[config.mk]
export PLATFORM = sky130hd
export DESIGN_NAME = dbb_queue
export DESIGN_NICKNAME = d
export VERILOG_FILES = /design/src/sv/dbb_pkg.sv /design/src/sv/dbb_queue.sv
export SDC_FILE = /design/constraint.sdc
export NUM_CORES = 1
export LEC_CHECK = 0
export BUFFER_PORTS_ARGS = -buffer_cell sky130_fd_sc_hd__buf_2
export CAP_MARGIN = 10
export CORE_AREA = 2 2 152 154
export DETAILED_ROUTE_END_ITERATION = 10
export DIE_AREA = 0 0 154 156
export PLACE_DENSITY = 0.66
export SLEW_MARGIN = 20
export SYNTH_ARGS = -nofsm -noshare
export SYNTH_HDL_FRONTEND = slang
export SYNTH_SLANG_ARGS = --single-unit
[constraint.sdc]
create_clock -name clk -period 3 [get_ports clk]
set_input_delay 0 -clock clk [delete_from_list [all_inputs] [get_ports clk]]
set_output_delay 0 -clock clk [all_outputs]
set_load 0.02 [all_outputs]
[src/sv/dbb_pkg.sv]
// shared types, widths and constants for the dilated 3x3 box blur
// no dependencies
`default_nettype none

package dbb_pkg;

  localparam int MAX_SIZE_DEF = 1024;
  localparam int CH_W         = 16;
  localparam int PIX_W        = 3 * CH_W;
  localparam int CFG_W        = 11;
  localparam int SUM_W        = 20;
  localparam int CNT_W        = 4;
  localparam int RCP_SHIFT    = 24;
  localparam int RCP_W        = RCP_SHIFT + 1;
  localparam int PROD_W       = SUM_W + RCP_W;
  localparam int QDEPTH       = 4;
  localparam int QL_W         = $clog2(QDEPTH + 1);

  localparam logic [CFG_W-1:0] FRAME_SIZE_RST = CFG_W'(64);

  localparam logic MODE_PIXEL = 1'b0;
  localparam logic MODE_FLUSH = 1'b1;

  // reciprocals rounded up, exact for sums below 2^20
  localparam logic [RCP_W-1:0] RCP_1 = RCP_W'(1 << RCP_SHIFT);
  localparam logic [RCP_W-1:0] RCP_2 = RCP_W'(1 << (RCP_SHIFT - 1));
  localparam logic [RCP_W-1:0] RCP_3 = RCP_W'(((1 << RCP_SHIFT) + 2) / 3);
  localparam logic [RCP_W-1:0] RCP_4 = RCP_W'(1 << (RCP_SHIFT - 2));
  localparam logic [RCP_W-1:0] RCP_6 = RCP_W'(((1 << RCP_SHIFT) + 5) / 6);
  localparam logic [RCP_W-1:0] RCP_9 = RCP_W'(((1 << RCP_SHIFT) + 8) / 9);

  typedef logic [CH_W-1:0]  chan_t;
  typedef logic [SUM_W-1:0] sum_t;

  typedef struct packed {
    sum_t             red;
    sum_t             green;
    sum_t             blue;
    logic [CNT_W-1:0] cnt;
    logic             last;
  } acc_t;

  typedef struct packed {
    logic             valid;
    logic [QL_W-1:0]  level;
  } q_stat_t;

  function automatic logic [RCP_W-1:0] recip(input logic [CNT_W-1:0] cnt);
    logic [RCP_W-1:0] r;
    case (cnt)
      CNT_W'(2): r = RCP_2;
      CNT_W'(3): r = RCP_3;
      CNT_W'(4): r = RCP_4;
      CNT_W'(6): r = RCP_6;
      CNT_W'(9): r = RCP_9;
      default:   r = RCP_1;
    endcase
    return r;
  endfunction

endpackage

`default_nettype wire

[src/sv/dbb_queue.sv]
// short queue of channel sums between the front and back ends
// depends on dbb_pkg
`default_nettype none

module dbb_queue
  import dbb_pkg::*;
(
  input  wire logic clk,
  input  wire logic rst_n,
  input  wire logic push_valid,
  input  wire acc_t push_data,
  input  wire logic pop,
  output q_stat_t   q_stat,
  output acc_t      head
);

  localparam int PTR_W = $clog2(QDEPTH);

  acc_t             slot_r [QDEPTH];
  logic [PTR_W-1:0] wr_ptr_r, rd_ptr_r;
  logic [QL_W-1:0]  level_r;
  logic             do_pop;

  // front end never pushes into a full queue, it holds credit for that
  assign do_pop       = pop & (level_r != '0);
  assign q_stat.valid = (level_r != '0);
  assign q_stat.level = level_r;
  assign head         = slot_r[rd_ptr_r];

  always_ff @(posedge clk) begin
    if (!rst_n) begin
      wr_ptr_r <= '0;
      rd_ptr_r <= '0;
      level_r  <= '0;
    end else begin
      if (push_valid) begin
        wr_ptr_r <= wr_ptr_r + PTR_W'(1);
      end
      if (do_pop) begin
        rd_ptr_r <= rd_ptr_r + PTR_W'(1);
      end
      if (push_valid && !do_pop) begin
        level_r <= level_r + QL_W'(1);
      end else if (!push_valid && do_pop) begin
        level_r <= level_r - QL_W'(1);
      end
    end
  end

  always_ff @(posedge clk) begin
    if (push_valid) begin
      slot_r[wr_ptr_r] <= push_data;
    end
  end

endmodule

`default_nettype wire

==> results.py <==
metrics = {
    "status": {
        "status": "finished, final reports clean",
    },
    "clock_network": {
        "cts_buffers": 28,
        "hold_buffers": 69,
        "cts_resized": 0,
        "clkLatencyLatePin_ns": 0.53,
        "cts_root_buf": "clkbuf_16",
        "clockBufferDepth": 3,
        "clock-sinks": 269,
        "cts_setup_buffers": 0,
        "ctsHtreeMaxLevel": 1,
        "cts_tree": "yes",
        "cts.clk_slew.worst_paths_ns": 0.06,
    },
    "synthesis": {
        "ys_ff_latch": 269,
        "yosysSeqAreaShare": 0.809,
        "synth_top_family_by_area": "multiplexers",
        "muxShareOfSynthArea": 0.150,
        "synth-simple-area-share": 0.00823,
        "synth_ff_type": "edfxtp_1",
        "synth_xor_area_frac": 0.00443,
        "synth_compound_area_frac": 0.00342,
        "yosysWarnings": 0,
        "synth_fa_ha_area_frac": 0.00836,
        "synth_cell_types": 21,
        "synth_edf_count": 260,
        "synthesis.area_um2": 9880,
        "async_reset_ff_frac": 0,
        "syn_area_per_cell_um2": 25.9,
        "syn_inst": 381,
        "synth_nets": 456,
    },
    "power_and_ir_drop": {
        "p_leak_uw": 0.00426,
        "power_frac_clock": 0.337,
        "total_power_uw": 10200,
        "p_sw_uw": 2700,
        "pwr-share-seq": 0.443,
        "p_per_area_nw_per_um2": 819,
        "p_comb_frac": 0.220,
        "p_int_uw": 7510,
        "ir_worst_vdd_mv": 0.675,
        "swShare": 0.264,
    },
    "placement": {
        "port_buffers": 137,
        "dpl_cell_area_um2": 10900,
        "place_congestion": 0.677,
        "dpl.hpwl_mm": 9.79,
    },
    "layout": {
        "drive_gt1_frac": 0.405,
        "syn_to_final_growth_pct": 26.3,
        "nNetsFinal": 682,
        "n_antenna_cell": 0,
        "final_core_util": 0.558,
        "final_area_um2": 12500,
        "final_common_cell": "edfxtp_1",
        "final_cell_mix": "edfxtp_1, buf_2, dlygate4sd3_1",
        "fillCellCount": 1631,
    },
    "timing": {
        "fin_setup_tns_ns": 0,
        "fmax_ghz": 0.441,
        "fin_crit_ns": 2.27,
        "clock_skew_ns": 0.0108,
        "fin_crit_sh": 0.755,
        "maxSlewViolCount": 0,
        "relSlewSlack": 0.305,
        "hold_violations": 0,
        "finalSetupViolCount": 0,
        "rsz0062_at_grt": "no",
        "worst_slew_pin_slew_ns": 1.04,
    },
    "hold_path": {
        "hold_class": "primary input to flop",
        "hp-start": "push_data[60]",
    },
    "global_routing": {
        "overflow": 0,
        "grtUsageTotal": 0.153,
        "grt_first_pass_wirelength_mm": 28.2,
        "grt_max_degree": 66,
        "grt_pass1_vias": 5118,
        "antenna_found_initial": 0,
    },
    "critical_path": {
        "critPathKind": "flop to primary output",
        "crit_path_start_kind": "flop",
        "cp_data_required_time_ns": 3.00,
        "crit_path_max_incr_delay_ns": 0.58,
        "cp_num_buf_inv": 2,
        "rr_startpoint": "level_r[1]",
        "cp.arrival_ns": 2.27,
        "slowest_stage": "mux4_2",
        "cp-end-kind": "primary output",
        "critPathTopFamily": "buffers and inverters",
        "crit_fanout": 22,
        "crit_chain": "buf_4, mux4_2, buf_2",
    },
    "route": {
        "vias": 4683,
        "wire_per_inst_um": 19.9,
        "drt_iter0_drc": 211,
        "dr.pass1.iters": 4,
        "ant_nets": 0,
        "vias_per_cell": 5.13,
        "drt_wl_total_mm": 18.2,
        "drc": 0,
    },
    "floorplan": {
        "initial_core_util": 0.442,
        "coreArea_um2": 22400,
        "die_w_um": 154,
        "rows": 55,
        "die_h_um": 156,
        "io_pins": 138,
        "die_area_um2": 24000,
    },
    "flow_run": {
        "max_cap_violations": 0,
    },
}
## sequential cells by signal (all words and copies together), names as in the netlist, named ones only
register  flops
slot_r      260
level_r       3
rd_ptr_r      2
wr_ptr_r      2
## routing by layer
metal | track usage | vias up | routed length [µm]
met2 | 0.262 | 137 | 9060
met5 | 0 | - | 0
li1 | - | 2079 | -
met3 | 0.0411 | 32 | 1170
met1 | 0.193 | 2435 | 7530
met4 | 0.0449 | 0 | 412
## final timing paths
kind	depth (start not counted)	to	slack, ns
setup reg to reg	7	level_r[2]	0.84
hold / removal	2	slot_r[3][60]	0.22
hold reg to reg	2	wr_ptr_r[1]	0.58
setup / recovery	3	head[19]	0.73
## cell usage after synthesis (2+ instances only)
master    instances  area (µm²)
buf_2             6        30.0
inv_1             3        11.3
dfxtp_1           9         180
xnor2_1           3        26.3
mux4_2           65        1460
ha_1              5        62.6
nor2b_1           2        12.5
buf_12            5         100
or3_1             2        12.5
and2_1            9        56.3
edfxtp_1        260        7810
xor2_1            2        17.5
mux2i_1           2        20.0
## cells by family (layout without fill, tap and decap cells)
| family | Yosys count | count (layout) |
|---|---|---|
| DFF | 269 | 269 |
| muxes | 67 | 67 |
| AOI/OAI and AO/OA | 4 | 4 |
| xor gates and xnor gates | 5 | 5 |
| buffers and inverters | 17 | 263 |
| and+or+nand+nor | 13 | 13 |
| adders and majority gates | 6 | 6 |
## power by group through the flow
stage	Combinational, µW	Sequential (µW)	Clock, µW
6_report	2240	4530	3440
5_1_grt	2410	4560	3680
4_1_cts	2290	4540	3530
3_5_place_dp	2210	4610	0
3_3_place_gp	2180	4590	0
2_1_floorplan	1750	4490	0
## metrics by stage
step | std cells | worst slack [ns] | hold WS (ns)
after detailed placement | 793 | 0.864 | 0.216
after global placement | 793 | 1.01 | 0.209
after global routing | 912 | 0.576 | 0.211
after floorplan | 381 | 0.502 | 0.0989
after CTS | 912 | 0.652 | 0.191
final | 912 | 0.734 | 0.217
## area by class of cell
| class | count | area, µm² | share of cell area |
|---|---|---|---|
| inverter | 3 | 11.3 | 0.000903 |
| sequential | 269 | 8000 | 0.641 |
| clock inverter | 9 | 119 | 0.00953 |
| multi-input combinational | 95 | 1740 | 0.139 |
| tap | 285 | 357 | 0.0286 |
| timing repair buffer | 210 | 1440 | 0.116 |
| clock buffer | 41 | 811 | 0.0650 |
(Power assumes the default switching activity.)
