$ cat src/sv/dbb_pkg.sv
// shared types, widths and constants for the dilated 3x3 box blur
// no dependencies
`default_nettype none

package dbb_pkg;

  localparam int MAX_SIZE_DEF = 1024;
  localparam int CH_W         = 16;
  localparam int PIX_W        = 3 * CH_W;
  localparam int CFG_W        = 11;
  localparam int SUM_W        = 20;
  localparam int CNT_W        = 4;
  localparam int RCP_SHIFT    = 24;
  localparam int RCP_W        = RCP_SHIFT + 1;
  localparam int PROD_W       = SUM_W + RCP_W;
  localparam int QDEPTH       = 4;
  localparam int QL_W         = $clog2(QDEPTH + 1);

  localparam logic [CFG_W-1:0] FRAME_SIZE_RST = CFG_W'(64);

  localparam logic MODE_PIXEL = 1'b0;
  localparam logic MODE_FLUSH = 1'b1;

  // reciprocals rounded up, exact for sums below 2^20
  localparam logic [RCP_W-1:0] RCP_1 = RCP_W'(1 << RCP_SHIFT);
  localparam logic [RCP_W-1:0] RCP_2 = RCP_W'(1 << (RCP_SHIFT - 1));
  localparam logic [RCP_W-1:0] RCP_3 = RCP_W'(((1 << RCP_SHIFT) + 2) / 3);
  localparam logic [RCP_W-1:0] RCP_4 = RCP_W'(1 << (RCP_SHIFT - 2));
  localparam logic [RCP_W-1:0] RCP_6 = RCP_W'(((1 << RCP_SHIFT) + 5) / 6);
  localparam logic [RCP_W-1:0] RCP_9 = RCP_W'(((1 << RCP_SHIFT) + 8) / 9);

  typedef logic [CH_W-1:0]  chan_t;
  typedef logic [SUM_W-1:0] sum_t;

  typedef struct packed {
    sum_t             red;
    sum_t             green;
    sum_t             blue;
    logic [CNT_W-1:0] cnt;
    logic             last;
  } acc_t;

  typedef struct packed {
    logic             valid;
    logic [QL_W-1:0]  level;
  } q_stat_t;

  function automatic logic [RCP_W-1:0] recip(input logic [CNT_W-1:0] cnt);
    logic [RCP_W-1:0] r;
    case (cnt)
      CNT_W'(2): r = RCP_2;
      CNT_W'(3): r = RCP_3;
      CNT_W'(4): r = RCP_4;
      CNT_W'(6): r = RCP_6;
      CNT_W'(9): r = RCP_9;
      default:   r = RCP_1;
    endcase
    return r;
  endfunction

endpackage

`default_nettype wire

$ cat src/sv/dbb_back.sv
// back end: divide the sums by the tap count and hold the result transaction
// depends on dbb_pkg
`default_nettype none

module dbb_back
  import dbb_pkg::*;
(
  input  wire logic    clk,
  input  wire logic    rst_n,
  input  wire q_stat_t q_stat,
  input  wire acc_t    head,
  output logic         pop,
  output logic         out_valid,
  input  wire logic    out_ready,
  output chan_t        out_red,
  output chan_t        out_green,
  output chan_t        out_blue,
  output logic         out_frame_last
);

  logic              b1_v_r, b1_last_r, o_v_r;
  logic [PROD_W-1:0] b1_red_r, b1_green_r, b1_blue_r;
  logic [RCP_W-1:0]  rcp;
  logic              adv_o, adv_b1;

  assign adv_o  = !o_v_r || out_ready;
  assign adv_b1 = !b1_v_r || adv_o;
  assign pop    = q_stat.valid & adv_b1;
  assign rcp    = recip(head.cnt);

  always_ff @(posedge clk) begin
    if (!rst_n) begin
      b1_v_r <= 1'b0;
      o_v_r  <= 1'b0;
    end else begin
      if (adv_b1) begin
        b1_v_r <= q_stat.valid;
      end
      if (adv_o) begin
        o_v_r <= b1_v_r;
      end
    end
  end

  always_ff @(posedge clk) begin
    if (adv_b1) begin
      b1_red_r   <= PROD_W'(head.red) * PROD_W'(rcp);
      b1_green_r <= PROD_W'(head.green) * PROD_W'(rcp);
      b1_blue_r  <= PROD_W'(head.blue) * PROD_W'(rcp);
      b1_last_r  <= head.last;
    end
    if (adv_o) begin
      out_red        <= b1_red_r[RCP_SHIFT +: CH_W];
      out_green      <= b1_green_r[RCP_SHIFT +: CH_W];
      out_blue       <= b1_blue_r[RCP_SHIFT +: CH_W];
      out_frame_last <= b1_last_r;
    end
  end

  assign out_valid = o_v_r;

endmodule

`default_nettype wire

$ cat config.mk
export PLATFORM = sky130hd
export DESIGN_NAME = dbb_back
export DESIGN_NICKNAME = d
export VERILOG_FILES = /design/src/sv/dbb_pkg.sv /design/src/sv/dbb_back.sv
export SDC_FILE = /design/constraint.sdc
export NUM_CORES = 2
export LEC_CHECK = 0
export BUFFER_PORTS_ARGS = -buffer_cell sky130_fd_sc_hd__buf_2
export CORE_MARGIN = 3
export CORE_UTILIZATION = 50
export CTS_CLUSTER_DIAMETER = 30
export DETAILED_ROUTE_END_ITERATION = 8
export HOLD_SLACK_MARGIN = 0.12
export PLACE_DENSITY = 0.69
export SLEW_MARGIN = 0
export SYNTH_ARGS = -nofsm -noshare
export SYNTH_HDL_FRONTEND = slang
export SYNTH_SLANG_ARGS = --single-unit
export TNS_END_PERCENT = 50
$ cat constraint.sdc
create_clock -name clk -period 7.52 [get_ports clk]
set_input_delay 0.376 -clock clk [delete_from_list [all_inputs] [get_ports clk]]
set_output_delay 0.376 -clock clk [all_outputs]
set_load 0.005 [all_outputs]
==> reports/summary.txt <==
Status: completed
Final min period: 7.39 ns
Initial DRC Count: 1433
Hold EP: b1_last_r
Clock root cell: clkbuf_16
Die H: 274 um
Starting density of the core: 50.8%
Yosys cell types: 67
CTS sink count: 100
Final Hold Fails: 0
Rows: 97
VDD IR max: 0.000166 V
Core area: 70500 um^2
Final worst slack: 0.133 ns
Hpwl dp: 82.4 mm
CP startpoint kind: primary input
Worst setup path class: in -> reg
Worst EP required: 7.68 ns
Share of cells above drive strength 1: 15.0%
Hold Path Class: in -> reg
Clock insertion delay at the later pin of the skew report: 0.41 ns
GP Congestion: 0.959
Clock skew: 0.0245 ns
Worst hold path cell count: 1
Layout Nets: 5403
Longest Clk Path Bufs: 2
Via density: 4.95
GRT Total Usage: 26.0%
Synth Instances: 3551
CTS tree: done
Netlist Area Pre-Place: 35800 um^2
Max incr delay on CP: 0.59 ns
Area grow syn2layout: 15.1%
EDFF count, synth: 98
Largest net degree at the start of global routing: 34
Worst r2r src: out_valid
R2R Path End: b1_red_r[30]
Post-route ant nets: 0
Flop2flop setup slack: 5.70 ns
I/O pin count: 123
Syn nets: 4923
Crit-path max FO: 8
Clock edge transition at the registers on the reported setup and hold paths: 0.08 ns
Vias in the first global route: 27.7k
Final-report max-slew violation count: 0
Die width: 274 um
CTS buffer count: 9
Initial antenna violation count: 9
Synthesis Warnings: 0
Max-cap violations: 0
Port Buffers: 119
Fmax: 135 MHz
Pre-CTS setup slack: -0.296 ns
Remaining routing DRC violations: 0
Synth Flop Type: edfxtp_1
Min-Delay Startpoint: head[0]
Number of synthesized register bits: 100
CP arrival: 7.54 ns
Worst path buffer plus inverter count: 6
Die ar.: 74900 um^2
Overflow after GRT: 0
Final Cycle Share: 98.2%
Ys async rst share: 0%
PwrDens: 153 nW/um^2
Routed length per instance: 18.4 um
Slowest CP cell: fa_1
First-pass GRT wire length: 148 mm
Drt pass-1 iters: 7
Most Frequent Cell on Critical Path: fa_1
Pleak: 23.3 nW
Max transition margin: 59.8%
Final hold slack: 0.160 ns
Worst path top cell family by delay: adder cells
Crit. End Element: flip-flop
Via count: 24.7k
# setup viols final: 0
Sequential share of the synthesized area: 8.33%
RSZ-0062 raised after global routing: true
Worst-Margin Slew: 0.603 ns
Avg Inst Size Synth: 10.1 um^2
Worst reg2reg path depth: 3
Routed wire length: 91.5 mm
CTS H-Tree Depth: 3
## per-layer routing
metal | part of all wire [%] | up-vias | track usage (%)
met2 | 48 | 729 | 42.8
met5 | 0.064 | - | 0
met1 | 41 | 12481 | 34.6
li1 | - | 11311 | -
met3 | 7.3 | 150 | 5.53
met4 | 3.4 | 8 | 8.06
## metrics by stage
step	power [W]	utilization [%]	TNS (ns)	cells	cell area (um^2)
finish	0.00631	58.5	0	4981	41200
global route	0.00705	58.5	-0.233	4977	41200
CTS	0.00628	58.0	0	4965	40900
detailed placement	0.00567	57.6	-4.53	4949	40600
global placement	0.00562	57.6	-2.76	4949	40600
floorplan	0.00406	-	0	3551	35800
## cells by family (layout without fill, tap and decap cells)
family	count (synthesis)	in the layout	share of synthesized area [%]
compound gates	210	210	3.97
flops	100	100	8.33
fa+ha+maj	1300	1300	64.3
buf+inv	1254	1739	13.2
simple gates	603	603	8.17
other cells	0	5	0
xor+xnor	84	84	2.05
## cells in the mapped netlist (all sizes together) (4+ instances only)
cell | n | area share [%]
inv | 1187 | 12
o21a | 10 | 0.21
nand4 | 15 | 0.26
o21ai | 35 | 0.49
nor2b | 11 | 0.19
and2 | 174 | 3.0
nand2 | 303 | 3.2
fa | 903 | 50
nor3 | 4 | 0.056
nand2b | 8 | 0.14
a22oi | 4 | 0.098
a21o | 46 | 0.96
o31ai | 4 | 0.084
xor2 | 18 | 0.44
o211ai | 5 | 0.10
xnor2 | 66 | 1.6
edfxtp | 98 | 8.2
a31oi | 9 | 0.17
nor2 | 38 | 0.40
nand3 | 13 | 0.18
clkbuf | 65 | 0.68
and3 | 12 | 0.21
a211oi | 12 | 0.27
or2 | 7 | 0.12
a21oi | 50 | 0.70
ha | 397 | 14
## report_power, final
part / switching [W] / leakage, nW / internal (W)
Clock: 0.000268 / 0.146 / 0.000264
Combinational: 0.00255 / 22.1 / 0.00214
Sequential: 0.0000669 / 1.06 / 0.00103
Total: 0.00288 / 23.3 / 0.00343
## state kept, by name, summed over array words and instances (netlist names), 16 cells and up
register / count
b1_blue_r: 16
b1_green_r: 16
b1_red_r: 16
out_blue: 16
out_green: 16
out_red: 16
## layout make-up
cell class                      count  area, um^2
Antenna cell                        5        12.5
Clock buffer                        9         225
Clock inverter                      7        81.3
Fill cell                        6042       29300
Inverter                         1187        4460
Multi-Input combinational cell   2197       28400
Sequential cell                   100        2980
Tap cell                          940        1180
Timing Repair Buffer              536        3930
## layout by cell type (no fill, tap or decap), types with 4 or more instances in the layout
| cell | count |
|---|---|
| o21ai_1 | 6 |
| nand2b_1 | 8 |
| buf_4 | 399 |
| xor2_1 | 18 |
| a211oi_1 | 8 |
| buf_12 | 15 |
| o21ai_0 | 22 |
| edfxtp_1 | 98 |
| o211ai_1 | 5 |
| and3_1 | 12 |
| fa_2 | 7 |
| or2_2 | 4 |
| a21oi_1 | 46 |
| o21a_1 | 10 |
| a31oi_1 | 7 |
| and2_1 | 174 |
| buf_2 | 119 |
| clkbuf_16 | 9 |
| xnor2_1 | 66 |
| nor2_1 | 36 |
| nand3_1 | 12 |
| ha_1 | 397 |
| nand4_1 | 15 |
| nor2b_1 | 11 |
| inv_1 | 1186 |
| diode_2 | 5 |
| fa_1 | 896 |
| a21o_1 | 46 |
| nand2_1 | 300 |
| o21ai_2 | 4 |
## how the worst max path moves through the flow
stage	startpoint	endpoint	slack (ns)	cells after the start
3_5_place_dp	head[4]	b1_green_r[39]	-0.30	28
3_3_place_gp	head[4]	b1_red_r[39]	-0.20	30
2_1_floorplan	head[4]	b1_green_r[35]	0.004	28
5_1_grt	head[4]	b1_blue_r[32]	-0.04	29
6_report	head[4]	b1_green_r[37]	0.13	27
4_1_cts	head[4]	b1_green_r[39]	0.09	28
## what timing repair did
item                       4_1_cts  5_1_grt
hold buffers                     0        0
setup endpoints to repair        0       25
setup buffers                    0       11
gates resized for setup          0       42
## worst reg2reg max path, stage by stage, from the launching register on
cell and delay [ns]:
dfxtp_1 0.31, nor2b_1 0.17, nand2_2 0.36, buf_4 0.57
(Power assumes the default switching activity.)
